$ cat src/sv/box_collision_side_merge_assert.svh
// ----------------------------------------------------------------------------
// Box collision side merge assertion macros
// Clocked assertion helpers shared by bcsm_merge and the top module. They use the
// clk and rst_n signals of the module in which they stand.
// ----------------------------------------------------------------------------
`ifndef BOX_COLLISION_SIDE_MERGE_ASSERT_SVH
`define BOX_COLLISION_SIDE_MERGE_ASSERT_SVH

`ifndef SYNTHESIS
`define BCSM_ASSERT(lbl, prop, msg) \
  lbl: assert property (@(posedge clk) disable iff (!rst_n) (prop)) else $error(msg);
`define BCSM_ASSERT_ALWAYS(lbl, prop, msg) \
  lbl: assert property (@(posedge clk) (prop)) else $error(msg);
`else
`define BCSM_ASSERT(lbl, prop, msg)
`define BCSM_ASSERT_ALWAYS(lbl, prop, msg)
`endif

`endif

$ cat src/sv/bcsm_pkg.sv
`timescale 1ns / 1ps
// ----------------------------------------------------------------------------
// Box collision side merge package
// Widths, side codes and the types shared by the modules of the block.
// ----------------------------------------------------------------------------
package bcsm_pkg;

  localparam int COORD_BITS = 15;
  localparam int LEN_BITS   = COORD_BITS - 1;
  localparam int EXT_BITS   = COORD_BITS + 3;

  typedef logic signed [COORD_BITS-1:0] coord_t;
  typedef logic        [LEN_BITS-1:0]   len_t;
  typedef logic signed [EXT_BITS-1:0]   ext_t;
  typedef logic        [1:0]            side_t;

  localparam side_t SIDE_NONE = 2'd0;
  localparam side_t SIDE_NEAR = 2'd1;
  localparam side_t SIDE_FAR  = 2'd2;

  typedef struct packed {
    logic   start_req;
    coord_t a_x;
    coord_t a_y;
    len_t   a_w;
    len_t   a_h;
    coord_t b_x;
    coord_t b_y;
    len_t   b_w;
    len_t   b_h;
  } box_pair_t;

  typedef struct packed {
    logic   hit;
    side_t  h_side;
    side_t  v_side;
    len_t   depth_x;
    len_t   depth_y;
    coord_t ix;
    coord_t iy;
    len_t   iw;
    len_t   ih;
  } pair_res_t;

endpackage

$ cat src/sv/bcsm_intersect.sv
`timescale 1ns / 1ps
// ----------------------------------------------------------------------------
// Box pair intersection
// Intersects the subject and target boxes and works out the struck side of
// the subject and the penetration depth for one pair.
// ----------------------------------------------------------------------------
module bcsm_intersect
  import bcsm_pkg::*;
(
  input  box_pair_t pair,
  output pair_res_t res
);

  function automatic side_t axis_side(ext_t bpos, ext_t bend, ext_t ipos, ext_t iend);
    logic near_hit;
    logic far_hit;
    near_hit = (bpos == ipos);
    far_hit  = (bend == iend);
    if (!near_hit && !far_hit) begin
      near_hit = ((bend - ipos) > (iend - bpos));
      far_hit  = !near_hit;
    end
    if (near_hit == far_hit) begin
      return SIDE_NONE;
    end
    return near_hit ? SIDE_NEAR : SIDE_FAR;
  endfunction

  ext_t  ax, ay, bx, by;
  ext_t  a_xend, a_yend, b_xend, b_yend;
  ext_t  ix, iy, ix_end, iy_end, iw, ih;
  logic  nonempty;
  side_t hs, vs;

  always_comb begin
    ax     = ext_t'(pair.a_x);
    ay     = ext_t'(pair.a_y);
    bx     = ext_t'(pair.b_x);
    by     = ext_t'(pair.b_y);
    a_xend = ax + ext_t'(pair.a_w);
    a_yend = ay + ext_t'(pair.a_h);
    b_xend = bx + ext_t'(pair.b_w);
    b_yend = by + ext_t'(pair.b_h);
    ix     = (ax > bx) ? ax : bx;
    iy     = (ay > by) ? ay : by;
    ix_end = (a_xend < b_xend) ? a_xend : b_xend;
    iy_end = (a_yend < b_yend) ? a_yend : b_yend;
    iw     = ix_end - ix;
    ih     = iy_end - iy;
    nonempty = (|pair.a_w) && (|pair.a_h) && (|pair.b_w) && (|pair.b_h);
    hs     = axis_side(ax, a_xend, ix, ix_end);
    vs     = axis_side(ay, a_yend, iy, iy_end);

    res.hit     = nonempty && (iw > ext_t'(0)) && (ih > ext_t'(0));
    res.h_side  = SIDE_NONE;
    res.v_side  = SIDE_NONE;
    res.depth_x = '0;
    res.depth_y = '0;
    res.ix      = coord_t'(ix);
    res.iy      = coord_t'(iy);
    res.iw      = len_t'(iw);
    res.ih      = len_t'(ih);
    if ((iw < ih) && (hs != SIDE_NONE)) begin
      res.h_side  = hs;
      res.depth_x = len_t'(iw);
    end else if (vs != SIDE_NONE) begin
      res.v_side  = vs;
      res.depth_y = len_t'(ih);
    end
  end

endmodule

$ cat src/sv/bcsm_merge.sv
`timescale 1ns / 1ps
// ----------------------------------------------------------------------------
// Running hit merge
// Holds the running hit and merges each pair result into it. The registers
// double as the result register of the block.
// ----------------------------------------------------------------------------
`include "box_collision_side_merge_assert.svh"

module bcsm_merge
  import bcsm_pkg::*;
(
  input  logic      clk,
  input  logic      rst_n,
  input  logic      load,
  input  logic      start_req,
  input  pair_res_t pair,
  output logic      pair_hit,
  output side_t     h_side,
  output side_t     v_side,
  output len_t      depth_x,
  output len_t      depth_y,
  output coord_t    span_x,
  output coord_t    span_y,
  output len_t      span_w,
  output len_t      span_h,
  output logic      any_hit
);

  typedef struct packed {
    side_t side;
    len_t  depth;
  } axis_t;

  function automatic axis_t merge_axis(axis_t run, axis_t fresh);
    axis_t r;
    r = run;
    if (fresh.side != SIDE_NONE) begin
      if ((run.depth < fresh.depth) &&
          ((fresh.side == run.side) || (run.side == SIDE_NONE))) begin
        r = fresh;
      end else if (fresh.side != run.side) begin
        r.side  = SIDE_NONE;
        r.depth = '0;
      end
    end
    return r;
  endfunction

  logic   pair_hit_r, pair_hit_nxt;
  logic   any_hit_r, any_hit_nxt;
  axis_t  h_r, h_nxt, v_r, v_nxt;
  coord_t span_x_r, span_x_nxt, span_y_r, span_y_nxt;
  len_t   span_w_r, span_w_nxt, span_h_r, span_h_nxt;
  axis_t  h_base, v_base;
  coord_t sx_base, sy_base;
  len_t   sw_base, sh_base;
  logic   any_base;

  always_comb begin
    h_base   = h_r;
    v_base   = v_r;
    sx_base  = span_x_r;
    sy_base  = span_y_r;
    sw_base  = span_w_r;
    sh_base  = span_h_r;
    any_base = any_hit_r;
    if (start_req) begin
      h_base   = '0;
      v_base   = '0;
      sx_base  = '0;
      sy_base  = '0;
      sw_base  = '0;
      sh_base  = '0;
      any_base = 1'b0;
    end

    h_nxt        = h_base;
    v_nxt        = v_base;
    span_x_nxt   = sx_base;
    span_y_nxt   = sy_base;
    span_w_nxt   = sw_base;
    span_h_nxt   = sh_base;
    any_hit_nxt  = any_base;
    pair_hit_nxt = pair.hit;
    if (pair.hit) begin
      any_hit_nxt = 1'b1;
      if (!any_base) begin
        h_nxt      = '{side: pair.h_side, depth: pair.depth_x};
        v_nxt      = '{side: pair.v_side, depth: pair.depth_y};
        span_x_nxt = pair.ix;
        span_y_nxt = pair.iy;
        span_w_nxt = pair.iw;
        span_h_nxt = pair.ih;
      end else begin
        h_nxt      = merge_axis(h_base, '{side: pair.h_side, depth: pair.depth_x});
        v_nxt      = merge_axis(v_base, '{side: pair.v_side, depth: pair.depth_y});
        span_x_nxt = (pair.ix < sx_base) ? pair.ix : sx_base;
        span_y_nxt = (pair.iy < sy_base) ? pair.iy : sy_base;
        span_w_nxt = (pair.iw > sw_base) ? pair.iw : sw_base;
        span_h_nxt = (pair.ih > sh_base) ? pair.ih : sh_base;
      end
    end
  end

  always_ff @(posedge clk) begin
    if (!rst_n) begin
      pair_hit_r <= 1'b0;
      any_hit_r  <= 1'b0;
      h_r        <= '0;
      v_r        <= '0;
      span_x_r   <= '0;
      span_y_r   <= '0;
      span_w_r   <= '0;
      span_h_r   <= '0;
    end else if (load) begin
      pair_hit_r <= pair_hit_nxt;
      any_hit_r  <= any_hit_nxt;
      h_r        <= h_nxt;
      v_r        <= v_nxt;
      span_x_r   <= span_x_nxt;
      span_y_r   <= span_y_nxt;
      span_w_r   <= span_w_nxt;
      span_h_r   <= span_h_nxt;
    end
  end

  assign pair_hit = pair_hit_r;
  assign any_hit  = any_hit_r;
  assign h_side   = h_r.side;
  assign depth_x  = h_r.depth;
  assign v_side   = v_r.side;
  assign depth_y  = v_r.depth;
  assign span_x   = span_x_r;
  assign span_y   = span_y_r;
  assign span_w   = span_w_r;
  assign span_h   = span_h_r;

  // A side of none always carries a zero depth, and a pair hit implies a running hit.
  `BCSM_ASSERT(a_h_none_zero, (h_r.side != SIDE_NONE) || (h_r.depth == '0), "h depth alone")
  `BCSM_ASSERT(a_v_none_zero, (v_r.side != SIDE_NONE) || (v_r.depth == '0), "v depth alone")
  `BCSM_ASSERT(a_pair_any, !pair_hit_r || any_hit_r, "pair hit without running hit")
  `BCSM_ASSERT(a_hold, !load |=> $stable({h_r, v_r, any_hit_r}), "state moved without load")
  `BCSM_ASSERT(a_fall_start, $fell(any_hit_r) |-> $past(load && start_req), "lost without start")

endmodule

$ cat src/sv/box_collision_side_merge.sv
`timescale 1ns / 1ps
// ----------------------------------------------------------------------------
// Box collision side merge
// An item taken into the input register is merged into the result register
// when the output is free, and its result is offered from then on.
// Throughput: one item per cycle while the output does not stall. While a
// result waits, one more item can enter the input register, after which the
// input is stalled. Reset (synchronous, active low) empties both stages and
// clears the running hit, as if a start had been seen.
// ----------------------------------------------------------------------------
`include "box_collision_side_merge_assert.svh"

module box_collision_side_merge
  import bcsm_pkg::*;
(
  input  logic   clk,
  input  logic   rst_n,
  input  logic   in_valid,
  output logic   in_stall,
  input  logic   in_start_req,
  input  coord_t in_a_x,
  input  coord_t in_a_y,
  input  len_t   in_a_w,
  input  len_t   in_a_h,
  input  coord_t in_b_x,
  input  coord_t in_b_y,
  input  len_t   in_b_w,
  input  len_t   in_b_h,
  output logic   out_valid,
  input  logic   out_stall,
  output logic   out_pair_hit,
  output side_t  out_h_side,
  output side_t  out_v_side,
  output len_t   out_depth_x,
  output len_t   out_depth_y,
  output coord_t out_span_x,
  output coord_t out_span_y,
  output len_t   out_span_w,
  output len_t   out_span_h,
  output logic   out_any_hit
);

  logic      s1_valid_r, s1_valid_nxt;
  box_pair_t s1_item_r;
  logic      out_valid_r, out_valid_nxt;
  logic      load;
  logic      in_accept;
  pair_res_t pair_res;

  assign load      = s1_valid_r && (!out_valid_r || !out_stall);
  assign in_stall  = s1_valid_r && !load;
  assign in_accept = in_valid && !in_stall;

  always_comb begin
    s1_valid_nxt = s1_valid_r;
    if (in_accept) begin
      s1_valid_nxt = 1'b1;
    end else if (load) begin
      s1_valid_nxt = 1'b0;
    end
    out_valid_nxt = load || (out_valid_r && out_stall);
  end

  always_ff @(posedge clk) begin
    if (!rst_n) begin
      s1_valid_r  <= 1'b0;
      out_valid_r <= 1'b0;
    end else begin
      s1_valid_r  <= s1_valid_nxt;
      out_valid_r <= out_valid_nxt;
    end
  end

  always_ff @(posedge clk) begin
    if (in_accept) begin
      s1_item_r <= '{start_req: in_start_req, a_x: in_a_x, a_y: in_a_y,
                     a_w: in_a_w, a_h: in_a_h, b_x: in_b_x, b_y: in_b_y,
                     b_w: in_b_w, b_h: in_b_h};
    end
  end

  bcsm_intersect u_intersect (
    .pair (s1_item_r),
    .res  (pair_res)
  );

  bcsm_merge u_merge (
    .clk       (clk),
    .rst_n     (rst_n),
    .load      (load),
    .start_req (s1_item_r.start_req),
    .pair      (pair_res),
    .pair_hit  (out_pair_hit),
    .h_side    (out_h_side),
    .v_side    (out_v_side),
    .depth_x   (out_depth_x),
    .depth_y   (out_depth_y),
    .span_x    (out_span_x),
    .span_y    (out_span_y),
    .span_w    (out_span_w),
    .span_h    (out_span_h),
    .any_hit   (out_any_hit)
  );

  assign out_valid = out_valid_r;

  `BCSM_ASSERT(a_stall_full, !in_stall || s1_valid_r, "input stalled with empty stage")
  `BCSM_ASSERT(a_load_out, load |=> out_valid_r, "loaded item not presented")
  `BCSM_ASSERT(a_no_drop, (out_valid_r && out_stall) |-> !load, "result overwritten while stalled")

endmodule

$ cat config.mk
export PLATFORM = sky130hd
export DESIGN_NAME = box_collision_side_merge
export DESIGN_NICKNAME = d
export VERILOG_FILES = /design/src/sv/bcsm_pkg.sv /design/src/sv/bcsm_intersect.sv /design/src/sv/bcsm_merge.sv /design/src/sv/box_collision_side_merge.sv
export VERILOG_INCLUDE_DIRS = /design/src /design/src/sv
export SDC_FILE = /design/constraint.sdc
export NUM_CORES = 1
export LEC_CHECK = 0
export CAP_MARGIN = 20
export CORE_UTILIZATION = 65
export DETAILED_ROUTE_END_ITERATION = 16
export DONT_BUFFER_PORTS = 1
export PLACE_DENSITY_LB_ADDON = 0.15
export SLEW_MARGIN = 20
export SYNTH_ARGS = -nofsm -noshare
export SYNTH_HDL_FRONTEND = slang
export SYNTH_SLANG_ARGS = --single-unit
$ cat constraint.sdc
create_clock -name clk -period 12.1 [get_ports clk]
set_input_delay 3.63 -clock clk [delete_from_list [all_inputs] [get_ports clk]]
set_output_delay 3.63 -clock clk [all_outputs]
set_load 0.005 [all_outputs]
==> summary.txt <==
Setup path
  • Crit Path Class: register to register
  • Critical Path Most Common Cell: a21o_1
  • CP arrival: 11.77 ns
  • Worst reg2reg path depth: 50
  • Crit start category: register
  • Crit path capture type: register
  • Worst r2r dst: u_merge.depth_y[6]
  • Slowest CP cell: or4b_1
  • Reg2reg setup slack: 0.77 ns
  • Worst Path Required: 12.54 ns
  • R2r startpoint: s1_item_r[43]
  • Slowest stage delay, CP: 0.53 ns
  • Crit-path max FO: 16

GRT
  • First-pass GRT wire length: 98900 um
  • Vias in the first global route: 18114
  • Gr ovfl total: 0
  • Initial antenna violation count: 7
  • GR Util All Layers: 37.9%
  • Largest net degree at the start of global routing: 66

Clocking
  • Num CTS Buffers: 25
  • CTS Root Cell: clkbuf_16
  • Clock latency on the worst-skew pair: 0.56 ns
  • Htree depth: 1
  • Clock Pin Slew Worst Setup and Hold Paths: 0.06 ns
  • Hold-fix buffers, CTS: 0
  • CTS tree: built
  • Maximum clock path buffer count: 3
  • Clock Sinks: 211

Hold path
  • Hold path cells: 1
  • Worst hold path class: register to register
  • Hold Path End: u_merge.span_y[10]
  • HP Start: u_merge.span_y[10]

Logic synthesis
  • Mapped Cells: 2491
  • Post-Synthesis Cell Area: 0.0214 mm^2
  • Top_reg_cell synth: edfxtp_1
  • Number of synthesized flops with an enable pin: 117
  • Fraction of registers with async set/reset: 0%
  • Distinct cells, synth: 104
  • Seq cells post-synth: 211
  • Mapped Avg Cell Area: 8.58 um^2
  • Warnings from Yosys: 0
  • Syn Nets: 2959
  • Sequential element share of the synthesized area: 25.3%

Finish
  • Area taken by flip-flops and latches: 0.00540 mm^2
  • Post-layout nets: 2960
  • Layout cells sized above 1: 5.69%
  • Area of the multi-input gates: 0.0149 mm^2
  • Layout Utilization: 70.0%
  • Area delta synth->final: 6.26%
  • Finished Layout Cells: 2956
  • Fill count: 2691
  • Design Area, Final: 0.0227 mm^2

STA
  • Fmax: 0.0883 GHz
  • Max Slew Vio Count: 0
  • Slew Limit Headroom: 30.5%
  • Final hold violations: 0
  • Post-layout minimum cycle time: 11.33 ns
  • Worst hold slack: 0.499 ns
  • Setup-failing EPs final: 0
  • Worst Max-Slew Pin Slew: 1.04 ns
  • Final worst-path cycle share: 93.6%
  • Layout Skew: 0.0116 ns

Pwr
  • Power per cell area: 255 mW/mm^2
  • VDD IR-drop max: 0.178 mV
  • Lkg Pwr: 9.90 nW
  • Total power: 5.80 mW

Placed design
  • Post-Place Cells: 2904
  • HPWL Detailed: 51700 um
  • Port Buf Inserts: 0
  • DP Area: 0.0219 mm^2
  • RePlAce Congestion: 1.00

Detailed routing
  • Post-detailed-routing wire length: 65000 um
  • ANT nets after route: 0
  • Avg Vias per Cell: 6.58
  • Initial drt markers: 1531
  • TritonRoute pass-1 iters: 5
  • DRC viols: 0
  • Via count: 19442
  • Drt wl/cell: 22.0 um

Job
  • Max-Cap Viols: 0

Floorplan
  • Die H: 183 um
  • DIE AREA: 0.0336 mm^2
  • Die W: 183 um
  • FP Rows: 66
  • Initial Util: 65.8%
  • Core ar.: 0.0325 mm^2
  • Num ports: 215

Outcome
  • Status: complete, no violations
-- logic make-up (layout without fill, tap and decap cells) --
logic type	Yosys count	after routing	share of synthesized area [%]
mux	26	26	1.31
xor+xnor	143	143	6.03
fa+ha+maj	352	352	20.9
simple gates	724	724	16.8
compound gates	753	753	24.4
other cells	0	3	0
buf+inv	282	302	5.24
flops	211	211	25.3
-- synth_stat cells, drive strengths merged, types with 15 or more instances --
cell type	instances	share of area [%]
ha	337	20
inv	222	3.9
a21oi	206	4.9
nor2	197	3.5
nand2	181	3.2
edfxtp	117	16
o21ai	115	2.7
dfxtp	94	8.8
xnor2	92	3.8
a21o	80	2.8
nor2b	66	1.9
xor2	49	2.0
nand4	46	1.3
o21a	40	1.4
a211oi	38	1.5
clkbuf	38	0.67
nor3	38	0.89
a21boi	34	1.2
nand3	34	0.80
nor4	31	0.94
nand2b	28	0.82
a22o	27	1.1
buf	21	0.66
o31ai	19	0.69
and2	18	0.53
a22oi	17	0.60
a31oi	17	0.57
mux2	16	0.84
o2bb2ai	16	0.66
a2bb2oi	15	0.61
o211ai	15	0.53
-- where the power goes --
part	leakage, nW	switching [mW]	internal, mW
combinational	7.62	2.43	1.69
clock	0.377	0.322	0.404
sequential	1.91	0.106	0.848
total	9.90	2.86	2.94
-- area by class of cell --
cell class | instances | share of cell area (%)
antenna | 3 | 0.0331
timing repair buffer | 33 | 1.09
inverter | 223 | 3.69
multi-input combinational | 1998 | 65.6
clock inverter | 18 | 0.606
sequential | 211 | 23.8
tap | 442 | 2.44
clock buffer | 28 | 2.81
-- sequential cells by signal, summed over array words and instances (netlist names) --
| name | cells |
|---|---|
| u_merge.depth_x | 14 |
| u_merge.h_side | 2 |
| u_merge.pair_hit | 1 |
| u_merge.v_side | 2 |
| u_merge.span_y | 15 |
| s1_item_r | 117 |
| s1_valid_r | 1 |
| u_merge.span_h | 14 |
| out_valid | 1 |
| u_merge.span_x | 15 |
| u_merge.depth_y | 14 |
| u_merge.any_hit | 1 |
| u_merge.span_w | 14 |
-- placed cells by master, fill, tap and decap left out, types with 34 or more instances in the layout --
cell,n
edfxtp_1,117
nor2b_1,65
o21ai_0,104
o21a_1,40
nand3_1,34
nand2_1,181
ha_1,337
xor2_1,49
dfxtp_1,94
nor3_1,38
nor2_1,197
a21o_1,80
xnor2_1,91
a21oi_1,201
inv_1,221
nand4_1,46
-- how the worst max path moves through the flow --
stage | startpoint | end | slack, ns | depth (start not counted)
4_1_cts | s1_item_r[43] | u_merge.depth_y[6] | 0.53 | 50
3_5_place_dp | s1_item_r[43] | u_merge.depth_y[6] | 0.65 | 50
5_1_grt | s1_item_r[43] | u_merge.depth_y[5] | -0.003 | 50
2_1_floorplan | s1_item_r[43] | u_merge.depth_y[1] | 1.79 | 54
6_report | s1_item_r[43] | u_merge.depth_y[6] | 0.77 | 50
3_3_place_gp | s1_item_r[43] | u_merge.depth_y[5] | 1.02 | 50
-- layer usage --
metal | track usage (%) | part of all wire [%] | vias to the layer above
met1 | 45.7 | 40 | 9158
li1 | - | - | 9219
met4 | 22.3 | 6.3 | 6
met5 | 0 | 0.066 | -
met2 | 62.6 | 46 | 813
met3 | 7.61 | 7.9 | 246
-- stage by stage --
stage / setup slack [ns] / TNS (ns)
after global placement: 1.02 / 0
after CTS: 0.525 / 0
final: 0.770 / 0
after global routing: -0.00324 / -0.00526
after detailed placement: 0.649 / 0
after floorplan: 1.79 / 0
-- worst max-delay path: cells and delay by family, from the launching register on --
family / cells / cell delay, ns
AOI/OAI and AO/OA: 29 / 6.24
xor gates and xnor gates: 1 / 0.26
adders and majority gates: 6 / 1.87
buffers and inverters: 3 / 0.42
DFF: 1 / 0.45
muxes: 1 / 0.31
and+or+nand+nor: 10 / 1.64
-- repair_timing --
action	in CTS	in global routing
setup endpoints to repair	0	30
resized for setup	0	4
setup buffers	0	3
Power figures use the tool's default switching activity.
